[config.mk]
export PLATFORM = sky130hd
export DESIGN_NAME = bubble_sort_engine
export DESIGN_NICKNAME = d
export VERILOG_FILES = /design/src/design/bse_pkg.sv /design/src/design/bse_ram.sv /design/src/design/bubble_sort_engine.sv
export SDC_FILE = /design/constraint.sdc
export NUM_CORES = 1
export LEC_CHECK = 0
export BUFFER_PORTS_ARGS = -buffer_cell sky130_fd_sc_hd__buf_2
export CAP_MARGIN = 10
export CELL_PAD_IN_SITES_DETAIL_PLACEMENT = 1
export CELL_PAD_IN_SITES_GLOBAL_PLACEMENT = 2
export CORE_MARGIN = 2
export CORE_UTILIZATION = 48
export CTS_CLUSTER_DIAMETER = 200
export CTS_CLUSTER_SIZE = 20
export DETAILED_ROUTE_END_ITERATION = 7
export HOLD_SLACK_MARGIN = 0.1
export PLACE_DENSITY = 0.89
export SLEW_MARGIN = 20
export SYNTH_ARGS = -nofsm -noshare
export SYNTH_HDL_FRONTEND = slang
export SYNTH_SLANG_ARGS = --single-unit
export TNS_END_PERCENT = 30
[constraint.sdc]
create_clock -name clk -period 9.15 [get_ports clk]
set_input_delay 0.4575 -clock clk [delete_from_list [all_inputs] [get_ports clk]]
set_output_delay 0.4575 -clock clk [all_outputs]
set_load 0.02 [all_outputs]
[src/design/bse_pkg.sv]
package bse_pkg;

  localparam int unsigned DATA_W = 32;

  typedef struct packed {
    logic signed [DATA_W-1:0] value;
    logic                     last;
  } in_item_t;

  typedef struct packed {
    logic signed [DATA_W-1:0] sorted_value;
    logic                     last_res;
    logic                     overflow;
  } out_item_t;

  typedef enum logic [4:0] {
    ST_LOAD  = 5'b00001,
    ST_PREP  = 5'b00010,
    ST_SORT  = 5'b00100,
    ST_FLUSH = 5'b01000,
    ST_EMIT  = 5'b10000
  } state_t;

endpackage

[src/design/bse_ram.sv]
module bse_ram #(
  parameter int unsigned WIDTH = 32,
  parameter int unsigned DEPTH = 16
) (
  input  logic                     clk,
  input  logic                     wr_en,
  input  logic [$clog2(DEPTH)-1:0] wr_addr,
  input  logic [WIDTH-1:0]         wr_data,
  input  logic [$clog2(DEPTH)-1:0] rd_addr,
  output logic [WIDTH-1:0]         rd_data
);

  logic [WIDTH-1:0] mem [DEPTH];

  always_ff @(posedge clk) begin
    if (wr_en) begin
      mem[wr_addr] <= wr_data;
    end
    rd_data <= mem[rd_addr];
  end

endmodule

[src/design/bubble_sort_engine.sv]
// batch sorter: values load at one transfer per cycle while busy is low
// after the last value: a setup state, then one bubble pass of m entries plus a flush for
// each m = n..2 (store port: one read and one write a cycle), then n results, one a cycle
// the last result shows in the same cycle that busy falls; the receiver cannot stall
// reset (rst_n low, synchronous): empty store, no overflow, idle and ready
module bubble_sort_engine #(
  parameter int unsigned CAPACITY = 16
) (
  input  logic                clk,
  input  logic                rst_n,
  input  logic                start,
  output logic                busy,
  input  bse_pkg::in_item_t   in_item,
  output logic                out_strobe,
  output bse_pkg::out_item_t  out_item
);

  import bse_pkg::*;

  localparam int unsigned AW = $clog2(CAPACITY);
  localparam int unsigned CW = $clog2(CAPACITY + 1);

  // control state
  state_t          state_r, state_nxt;
  logic [CW-1:0]   cnt_r, cnt_nxt;      // values held in the batch
  logic            ovf_r, ovf_nxt;      // a value was dropped this batch
  logic [CW-1:0]   m_r, m_nxt;          // length of the current bubble pass
  logic [AW-1:0]   idx_r, idx_nxt;      // entry whose read data arrives this cycle
  logic            out_strobe_r, out_strobe_nxt;

  // datapath
  logic [DATA_W-1:0] carry_r, carry_nxt; // running maximum of the pass
  out_item_t         out_item_r, out_item_nxt;

  // store port
  logic              we;
  logic [AW-1:0]     wa;
  logic [DATA_W-1:0] wd;
  logic [AW-1:0]     ra;
  logic [DATA_W-1:0] rd;

  logic              accept;
  logic              has_room;
  logic [CW-1:0]     n_batch;
  logic [CW-1:0]     m_last;
  logic [CW-1:0]     n_last;
  logic              idx_at_m_last;
  logic              idx_at_n_last;
  logic              carry_bigger;

  bse_ram #(
    .WIDTH (DATA_W),
    .DEPTH (CAPACITY)
  ) u_store (
    .clk     (clk),
    .wr_en   (we),
    .wr_addr (wa),
    .wr_data (wd),
    .rd_addr (ra),
    .rd_data (rd)
  );

  assign busy     = (state_r != ST_LOAD);
  assign accept   = start && !busy;
  assign has_room = (cnt_r < CW'(CAPACITY));
  // size of the batch once this value is in
  assign n_batch  = has_room ? CW'(cnt_r + 1'b1) : cnt_r;

  assign m_last        = CW'(m_r - 1'b1);
  assign n_last        = CW'(cnt_r - 1'b1);
  assign idx_at_m_last = (CW'(idx_r) == m_last);
  assign idx_at_n_last = (CW'(idx_r) == n_last);

  // signed compare; the larger value moves on toward the end
  assign carry_bigger = ($signed(carry_r) > $signed(rd));

  always_comb begin
    state_nxt      = state_r;
    cnt_nxt        = cnt_r;
    ovf_nxt        = ovf_r;
    m_nxt          = m_r;
    idx_nxt        = idx_r;
    carry_nxt      = carry_r;
    out_strobe_nxt = 1'b0;
    out_item_nxt   = out_item_r;
    we             = 1'b0;
    wa             = cnt_r[AW-1:0];
    wd             = in_item.value;
    ra             = AW'(idx_r + 1'b1);

    case (state_r)
      ST_LOAD: begin
        if (accept) begin
          if (has_room) begin
            we      = 1'b1;
            cnt_nxt = CW'(cnt_r + 1'b1);
          end else begin
            ovf_nxt = 1'b1;
          end
          if (in_item.last) begin
            m_nxt     = n_batch;
            state_nxt = ST_PREP;
          end
        end
      end

      // issue the read of entry 0 for the first pass or for the emit run
      ST_PREP: begin
        ra      = '0;
        idx_nxt = '0;
        if (m_r < CW'(2)) begin
          state_nxt = ST_EMIT;
        end else begin
          state_nxt = ST_SORT;
        end
      end

      // one entry per cycle: the smaller of carry and the new entry drops back one slot
      ST_SORT: begin
        if (idx_r == '0) begin
          carry_nxt = rd;
        end else begin
          we = 1'b1;
          wa = AW'(idx_r - 1'b1);
          if (carry_bigger) begin
            wd = rd;
          end else begin
            wd        = carry_r;
            carry_nxt = rd;
          end
        end
        if (idx_at_m_last) begin
          state_nxt = ST_FLUSH;
        end else begin
          idx_nxt = AW'(idx_r + 1'b1);
        end
      end

      // park the pass maximum in the last slot and start the next pass, or the emit run after the last pass
      ST_FLUSH: begin
        we      = 1'b1;
        wa      = m_last[AW-1:0];
        wd      = carry_r;
        ra      = '0;
        idx_nxt = '0;
        m_nxt   = m_last;
        if (m_last < CW'(2)) begin
          state_nxt = ST_EMIT;
        end else begin
          state_nxt = ST_SORT;
        end
      end

      // read out in order, one result transfer per cycle
      ST_EMIT: begin
        out_strobe_nxt            = 1'b1;
        out_item_nxt.sorted_value = rd;
        out_item_nxt.last_res     = idx_at_n_last;
        out_item_nxt.overflow     = ovf_r;
        idx_nxt                   = AW'(idx_r + 1'b1);
        if (idx_at_n_last) begin
          cnt_nxt   = '0;
          ovf_nxt   = 1'b0;
          state_nxt = ST_LOAD;
        end
      end

      default: begin
        state_nxt = ST_LOAD;
        cnt_nxt   = '0;
        ovf_nxt   = 1'b0;
      end
    endcase
  end

  always_ff @(posedge clk) begin
    if (!rst_n) begin
      state_r      <= ST_LOAD;
      cnt_r        <= '0;
      ovf_r        <= 1'b0;
      m_r          <= '0;
      idx_r        <= '0;
      out_strobe_r <= 1'b0;
    end else begin
      state_r      <= state_nxt;
      cnt_r        <= cnt_nxt;
      ovf_r        <= ovf_nxt;
      m_r          <= m_nxt;
      idx_r        <= idx_nxt;
      out_strobe_r <= out_strobe_nxt;
    end
  end

  // payload registers, no reset
  always_ff @(posedge clk) begin
    carry_r    <= carry_nxt;
    out_item_r <= out_item_nxt;
  end

  assign out_strobe = out_strobe_r;
  assign out_item   = out_item_r;

endmodule

After elaboration in Yosys (flattened, before gate mapping)
Memory sizes are Yosys's and may differ from the RTL's. A register that Yosys moved wholly into a read port is not among the register bits.
Cells that the tools add are included.
{ "totals": {"latchBits": 0, "mem_bits_rw": 512, "romBits": 0, "n_memories": 1, "regBits": 87} }
{ "memory_table": {"columns": ["memory", "depth", "width", "rd", "rd_clocked_by_memory_dff", "wr", "line", "source"], "rows": [
  ["u_store.mem", 16, 32, 1, 1, 1, "bse_ram.sv:13", "logic [WIDTH-1:0] mem [DEPTH];"]
]} }
{ "op_classes": {"order_cmp": 4, "shifts": 0, "n_div": 0, "eq_ne": 15, "n_reduce_logical": 13, "bitwise": 1, "n_mul": 0, "n_mux": 35, "add_sub_neg": 5} }
{ "ops": {"columns": ["cell", "count"], "rows": [
  ["32-bit 2-to-1 mux", 4],
  ["32-bit case mux with 2 select lines", 1],
  ["5-bit 2-to-1 mux", 11],
  ["32-bit greater-than comparator", 1],
  ["5-bit case mux with 5 select lines", 1],
  ["5-bit case mux with 3 select lines", 1],
  ["4-bit 2-to-1 mux", 3],
  ["2-bit inequality test (second input constant)", 6],
  ["4-bit case mux with 3 select lines", 1],
  ["4-bit by 5-bit equality test with 1-bit output", 2],
  ["5-bit by 2-bit < comparator with 1-bit output (second input constant)", 2],
  ["5-bit case mux with 2 select lines", 1],
  ["5-bit by 1-bit subtractor with 5-bit output (second input constant)", 2],
  ["1-bit 2-to-1 mux", 9],
  ["4-bit case mux with 2 select lines", 1],
  ["4-bit AND reduction", 2],
  ["1-bit case mux with 3 select lines", 2],
  ["3-bit AND reduction", 2],
  ["5-bit by 1-bit adder with 5-bit output (second input constant)", 1],
  ["5-bit by 1-bit equality test with 1-bit output (second input constant)", 1],
  ["5-bit by 2-bit equality test with 1-bit output (second input constant)", 1],
  ["5-bit by 3-bit equality test with 1-bit output (second input constant)", 1],
  ["5-bit by 4-bit equality test with 1-bit output (second input constant)", 1],
  ["5-bit equality test (second input constant)", 1],
  ["14 further kinds", 15]
]} }

Logic depth before layout (Yosys ltp)
Gate-level depths: netlist of the first run.
{ "depth": {"word_depth": 7, "ltp_mapped": 11, "mapped_depth_nobuf": 9} }

By module
From an unflattened synthesis of the first run, not the netlist that was laid out.
{ "hier_totals": {"cells_unflattened": 1296, "hier_area_um2": 24776.3} }
{ "modules_own_cells": {"columns": ["module", "cells_each", "seq_area_each_um2", "instances", "area_each_um2"], "rows": [
  ["bse_ram", 838, 16015.4, 1, 19835.3],
  ["bubble_sort_engine", 458, 2402.3, 1, 4941.0]
]} }

Worst setup path after synthesis of the first run
Ideal clock, no wire load.
{ "synth_timing": {"kind": "reg-to-reg", "from": "reg carry_r[21]", "to": "reg carry_r[0], enable pin", "slack_ns": 5.044, "period_less_slack_ns": 4.106, "setup_ns": 0.432, "path_stages_with_launch": 10, "arrival_time_ns": 3.674, "n_path_buf": 1, "cell_sequence": "edfxtp_1 ha_1 a211o_1 o211ai_1 o211ai_1 o21a_1 o41ai_1 nor3_2 buf_2 a21oi_1"} }
{ "synth_between": {"elab_chain_cells": 3} }
{ "synth_rtl": {"columns": ["element", "line", "source"], "rows": [
  ["start: declaration", "bubble_sort_engine.sv:32", "logic [DATA_W-1:0] carry_r, carry_nxt;"],
  ["start signal: assignment", "bubble_sort_engine.sv:196", "carry_r <= carry_nxt;"],
  ["32-bit greater-than comparator", "bubble_sort_engine.sv:75", "assign carry_bigger = ($signed(carry_r) > $signed(rd));"],
  ["2-bit by 1-bit inequality test with 1-bit output (no source line)", null, null],
  ["2-bit AND reduction (no source line)", null, null]
]} }
Every way passes these cells.
A chain may end at the register's enable or synchronous reset.

Worst setup path after layout of the first run
{ "layout_timing": {"from": "reg idx_r[0]", "to": "mem u_store.mem[0][14], enable pin"} }
{ "layout_between": {"elab_chain_cells": 5, "elab_cells_between_ends": 8, "cone_classes": "1 x add/sub; 6 x mux; 1 x reduce/logical"} }
{ "layout_rtl": {"columns": ["element", "line", "source"], "rows": [
  ["start: declaration", "bubble_sort_engine.sv:28", "logic [AW-1:0] idx_r, idx_nxt;"],
  ["start signal: assignment", "bubble_sort_engine.sv:189", "idx_r <= idx_nxt;"],
  ["parallel branches: the longest is 5 deep, another holds 4-bit by 1-bit subtractor with 4-bit output", null, null],
  ["end: declaration", "bse_ram.sv:13", null]
]} }
Several ways; the timed one is not identified.

==> impl_metrics.env, run 1 <==
export IMPL_post_drt_wl_per_cell_um=27.3
export IMPL_grt_pass1_wl_mm=110
export IMPL_htreeDepth=2
export IMPL_antenna_found_initial=2
export IMPL_setup_tns_ns=0
export IMPL_root_buffer="clkbuf_16"
export IMPL_tritoncts="yes"
export IMPL_skew_ns=0.0284
export IMPL_r2r_start="idx_r[0]$_SDFFE_PN0P_"
export IMPL_avgSynthCellArea_um2=13.5
export IMPL_final_setup_viol_count=0
export IMPL_drt_pass1_iter_count=5
export IMPL_layout_setup_ws_ns=4.80
export IMPL_routed_wl_mm=73.4
export IMPL_power_per_cell_area_nw_per_um2=186
export IMPL_grt_usage_pct=26.2
export IMPL_ant_nets=0
export IMPL_min_from="in_item[0]"
export IMPL_yosysTopAreaCellShare_pct=66.3
export IMPL_rsz0062_at_grt="false"
export IMPL_synth_fp_nets=2007
export IMPL_worstSetupStartpointType="register"
export IMPL_grt_pass1_vias=17658
export IMPL_ys_warn_count=0
export IMPL_maxCapViolCount=0
export IMPL_die_h_um=238
export IMPL_io_buffers=71
export IMPL_synth_distinct_cells=61
export IMPL_vdd_drop_max_mv=0.116
export IMPL_final_core_util_pct=53.4
export IMPL_crit_arrival_ns=4.59
export IMPL_fp_dieW_um=238
export IMPL_ys_ff_latch=631
export IMPL_max_freq_mhz=230
export IMPL_initialDrtViolationCount=1588
export IMPL_drv_slew=0
export IMPL_place_detailed_hpwl_mm=45.0
export IMPL_hold_violations=0
export IMPL_rows=85
export IMPL_final_cell_mix="edfxtp_1, nand2_1, a21oi_1, mux2i_1, nand3_1"
export IMPL_core_region_area_um2=53800
export IMPL_synthToLayoutAreaGrowth_pct=9.69
export IMPL_endpoint_kind="register"
export IMPL_slew_headroom_pct=17.0
export IMPL_overflow=0
export IMPL_p_leak_nw=9.57
export IMPL_timing_hold_ws_ns=0.262
export IMPL_post_route_period_util_pct=47.6
export IMPL_grt_max_degree=66
export IMPL_tightest_slew_ns=1.22
export IMPL_clk_latency_ns=0.60
export IMPL_initial_core_util_pct=48.6
export IMPL_viasPerCell=6.28
export IMPL_required_ns=9.39
export IMPL_synth_edf_count=578
export IMPL_io_pin_count=72
export IMPL_synth_area_um2=26200
export IMPL_drcViolationCount=0
export IMPL_cts_hold_buf=0
export IMPL_die_area_um2=56400
export IMPL_layout_drive_gt1_share_pct=12.3
export IMPL_clock_sinks=631
export IMPL_pre_cts_ws_ns=4.83
export IMPL_critPathLaunch="idx_r[0]$_SDFFE_PN0P_"
export IMPL_ys_flop_type="edfxtp_1"
export IMPL_synthCells=1934
export IMPL_crit_type="reg2reg"
export IMPL_post_cts_buffers=0
export IMPL_clkTransAtPathRegs_ns=0.09
export IMPL_cts_resized=0
export IMPL_yosysTopAreaCell="edfxtp_1"
export IMPL_seq_area_frac_synth_pct=70.4
export IMPL_status="complete, no violations"
export IMPL_synth_area_leaders="edfxtp_1, dfxtp_1, nand2_1"
export IMPL_place_congestion=0.866
export IMPL_cts_max_path_buffers=3
export IMPL_final_common_cell="edfxtp_1"
export IMPL_post_route_min_period_ns=4.35
export IMPL_routed_via_count=16886
export IMPL_crit_fanout=39
export IMPL_hp_class="in2reg"
export IMPL_nets=2043
export IMPL_cts_buffers=37
export IMPL_synthArstFlopShare_pct=0
==> kinds of logic (layout without fill, tap and decap cells) <==
family,count (synthesis),count (layout),synth area share [%]
XOR/XNOR,22,22,0.736
adder cells (fa/ha/maj),37,37,1.77
AND/OR/NAND/NOR,520,520,9.13
AO/OA/AOI/OAI,423,423,10.0
buffers and inverters,170,226,2.80
multiplexers,131,131,5.17
other,0,2,0
flip-flops,631,631,70.4
==> synthesized netlist by cell type, types with 42 or more instances <==
master / count
mux2i_1: 98
a221oi_1: 65
clkbuf_1: 78
o21ai_0: 45
dfxtp_1: 53
nor2_1: 42
nor2b_1: 42
edfxtp_1: 578
inv_1: 42
a31oi_1: 67
nand2_1: 277
a21oi_1: 181
nand3_1: 75
==> sequential cells by signal, summed over array words and instances (netlist names) <==
signal,count
m_r,5
carry_r,32
idx_r,4
state_r,5
ovf_r,1
u_store.mem,512
u_store.rd_data,32
out_item,34
cnt_r,5
out_strobe,1
==> per-stage QoR <==
step | instance area, um2 | cells | power (mW)
after floorplan | 26200 | 1934 | 3.52
after global placement | 27400 | 2619 | 3.66
final | 28700 | 2688 | 5.34
after detailed placement | 27600 | 2625 | 3.68
after global routing | 28700 | 2686 | 5.49
after CTS | 28600 | 2684 | 5.35
==> critical path, cell delays in order, from the launching register on <==
cell and delay (ns):
dfxtp_4 0.71, inv_1 0.21, ha_2 0.25, or3b_1 0.24, and3_1 0.18, buf_4 0.38
nor2_1 0.15, a21oi_1 0.30, nor2b_1 0.27, nand2_1 0.28, nor2_4 0.51, buf_4 0.48
==> area by class of cell <==
class | count | area, um2
clock inverter | 2 | 27.5
clock buffer | 57 | 1020
fill | 5281 | 25100
sequential | 631 | 18400
timing repair buffer | 125 | 885
tap | 696 | 871
antenna | 2 | 5.00
multi-input combinational | 1133 | 7320
inverter | 42 | 158
==> power breakdown <==
group	leakage, nW	internal (mW)	switching (mW)
sequential	5.66	3.25	0.0372
combinational	3.41	0.103	0.247
clock	0.504	0.780	0.930
==> path summary, 6_finish.rpt <==
path | depth (start not counted) | to | slack [ns]
worst min register to register | 0 | out_item[0]$_DFFE_PP_ | 0.45
worst min-delay path | 3 | state_r[0]$_SDFFE_PN1P_ | 0.26
worst max register to register | 11 | u_store.mem[0][14]$_DFFE_PP_ | 4.80
worst max-delay path | 11 | u_store.mem[0][14]$_DFFE_PP_ | 4.80
==> metal layers <==
| layer | GRT usage [%] | part of all wire (%) | vias to the layer above |
|---|---|---|---|
| li1 | - | - | 7360 |
| met1 | 36.5 | 43 | 8775 |
| met2 | 42.5 | 47 | 645 |
| met3 | 4.44 | 7.3 | 106 |
| met4 | 7.55 | 2.4 | 0 |
| met5 | 0 | 0 | - |
(Power assumes the default switching activity.)
==> run 2: changes to the inputs <==
--- a/config.mk
+++ b/config.mk
@@ -10,12 +10,12 @@
 export CELL_PAD_IN_SITES_DETAIL_PLACEMENT = 1
 export CELL_PAD_IN_SITES_GLOBAL_PLACEMENT = 2
 export CORE_MARGIN = 2
-export CORE_UTILIZATION = 48
+export CORE_UTILIZATION = 40
 export CTS_CLUSTER_DIAMETER = 200
 export CTS_CLUSTER_SIZE = 20
 export DETAILED_ROUTE_END_ITERATION = 7
 export HOLD_SLACK_MARGIN = 0.1
-export PLACE_DENSITY = 0.89
+export PLACE_DENSITY = 0.8
 export SLEW_MARGIN = 20
 export SYNTH_ARGS = -nofsm -noshare
 export SYNTH_HDL_FRONTEND = slang
==> constraint.sdc (replaced) <==
create_clock -name clk -period 4 [get_ports clk]
set_input_delay 0.2 -clock clk [delete_from_list [all_inputs] [get_ports clk]]
set_output_delay 0.2 -clock clk [all_outputs]
set_load 0.02 [all_outputs]
==> run 2 against run 1 <==
  * Global-route usage is 3.3 points lower
  * Largest cell class unchanged
  * Critical endpoint is now u_store.mem[11][14]$_DFFE_PP_
  * First-iteration DRC count is 20% higher
  * Cell count is 7.2% higher
  * Total power is 130% higher
  * Maximum frequency is 14% higher
  * Sequential share of layout area is 1.4 points lower
  * Core utilization is 7.9 points lower
==> impl_metrics.env, run 2 (synthesis gave the netlist of run 1 again) <==
export IMPL_status="complete, no violations"
export IMPL_slew_headroom_pct=33.4
export IMPL_instances_no_fill=2881
export IMPL_clock_sinks=631
export IMPL_maxCapViolCount=0
export IMPL_root_buffer="clkbuf_16"
export IMPL_max_freq_mhz=263
export IMPL_skew_ns=0.0354
export IMPL_worstSetupStartpointType="register"
export IMPL_io_pin_count=72
export IMPL_initial_core_util_pct=40.5
export IMPL_tightest_slew_ns=0.996
export IMPL_tritoncts="yes"
export IMPL_die_h_um=260
export IMPL_initialDrtViolationCount=1907
export IMPL_drt_pass1_iter_count=5
export IMPL_cts_max_path_buffers=3
export IMPL_clkTransAtPathRegs_ns=0.09
export IMPL_core_region_area_um2=64600
export IMPL_grt_usage_pct=22.8
export IMPL_nets=2084
export IMPL_post_cts_buffers=0
export IMPL_post_route_min_period_ns=3.80
export IMPL_grt_pass1_vias=17300
export IMPL_drcViolationCount=0
export IMPL_hp_class="in2reg"
export IMPL_placed_cells=2823
export IMPL_crit_type="reg2reg"
export IMPL_clk_latency_ns=0.59
export IMPL_pre_cts_ws_ns=-0.104
export IMPL_post_route_period_util_pct=95.1
export IMPL_io_buffers=71
export IMPL_layout_setup_ws_ns=0.197
export IMPL_rows=93
export IMPL_min_from="in_item[19]"
export IMPL_overflow=0
export IMPL_antenna_found_initial=3
export IMPL_final_setup_viol_count=0
export IMPL_htreeDepth=2
export IMPL_cpPeakStageDelay_ns=0.73
export IMPL_place_detailed_hpwl_mm=46.6
export IMPL_place_congestion=0.845
export IMPL_n_fill_cell=6541
export IMPL_r2r_start="u_store.rd_data[15]$_DFF_P_"
export IMPL_regMostFlops="u_store.mem"
export IMPL_ant_nets=0
export IMPL_final_cell_mix="edfxtp_1, nand2_1, a21oi_1, mux2i_1, nand3_1"
export IMPL_grt_pass1_wl_mm=114
export IMPL_endpoint_kind="register"
export IMPL_routed_wl_mm=77.6
export IMPL_timing_hold_ws_ns=0.403
export IMPL_grt_max_degree=121
export IMPL_final_common_cell="edfxtp_1"
export IMPL_hold_violations=0
export IMPL_critical_path_slowest_cell="mux2i_2"
export IMPL_synthToLayoutAreaGrowth_pct=12.2
export IMPL_critPathLaunch="u_store.rd_data[15]$_DFF_P_"
export IMPL_crit_fanout=16
export IMPL_vdd_drop_max_mv=0.247
export IMPL_layout_drive_gt1_share_pct=14.0
export IMPL_p_leak_nw=9.80
export IMPL_routed_via_count=17009
export IMPL_die_area_um2=67500
export IMPL_viasPerCell=5.90
export IMPL_drv_slew=0
export IMPL_power_per_cell_area_nw_per_um2=415
export IMPL_crit_arrival_ns=4.06
export IMPL_required_ns=4.25
export IMPL_largest_reg_flops=512
export IMPL_final_core_util_pct=45.5
export IMPL_post_drt_wl_per_cell_um=26.9
export IMPL_setup_tns_ns=0
export IMPL_fp_dieW_um=260
export IMPL_cts_buffers=37
export IMPL_n_antenna_cell=0
export IMPL_path_cells="inv_1, ha_1, nand4_1, nor4_1, a221o_1, o41ai_1, nor3_4, buf_12, mux2i_2"
export IMPL_rsz0062_at_grt="true"
## run 2: cell types whose count changed in the layout (fill, tap and decap cells not counted), moves of 4 or more
| cell | before | now |
|---|---|---|
| mux2i_4 | 7 | 3 |
| buf_16 | 4 | 0 |
| mux2i_2 | 10 | 16 |
| buf_12 | 3 | 27 |
| clkbuf_1 | 19 | 14 |
| dlygate4sd3_1 | 0 | 4 |
| buf_4 | 46 | 64 |
## run 2: final cells by class
class                      count  area [um2]  share of cell area (%)
tap                          855        1070                    3.64
timing repair buffer         166        1420                    4.82
clock inverter                 3        28.8                  0.0980
clock buffer                  51         978                    3.33
multi-input combinational   1133        7290                    24.8
sequential                   631       18400                    62.7
inverter                      42         158                   0.537
## run 2: final timing paths
kind / slack (ns) / to / cells after the start
max: 0.20 / u_store.mem[11][14]$_DFFE_PP_ / 9
min: 0.40 / u_store.mem[10][18]$_DFFE_PP_ / 5
max reg2reg: 0.20 / u_store.mem[11][14]$_DFFE_PP_ / 9
min reg2reg: 0.44 / out_item[0]$_DFFE_PP_ / 0
## run 2: power breakdown
part,switching [mW],internal [mW],leakage [nW]
Combinational,0.586,0.262,3.66
Clock,2.12,1.72,0.488
Sequential,0.0670,7.42,5.66
Total,2.78,9.41,9.80
## run 2: repair_timing
action                                  4_1_cts  5_1_grt
hold endpoints to repair                     17        0
gates cloned                                  0        0
endpoints found under the setup margin      150       43
resized for setup                            10        3
pin swaps                                     0        0
hold buffers                                  4        0
## run 2: worst max-delay path: cells and delay by family, from the launching register on
| kind | cells | cell delay, ns |
|---|---|---|
| fa+ha+maj | 1 | 0.32 |
| mux | 1 | 0.73 |
| compound gates | 2 | 0.33 |
| flops | 1 | 0.41 |
| buf+inv | 2 | 0.35 |
| simple gates | 3 | 1.28 |
## run 2: stage by stage
step	instance area (um2)	total power [mW]
floorplan	26200	8.04
global placement	28200	8.41
detailed placement	28200	8.45
CTS	29300	12.2
global route	29400	12.5
finish	29400	12.2
## run 2: routing by layer
metal | up-vias | wire length (um) | track usage [%] | part of all wire [%]
met3 | 110 | 5480 | 3.46 | 7.1
met5 | - | 0 | 0 | 0
li1 | 7443 | - | - | -
met1 | 8805 | 33900 | 32.3 | 44
met4 | 0 | 1780 | 6.24 | 2.3
met2 | 651 | 36400 | 36.6 | 47
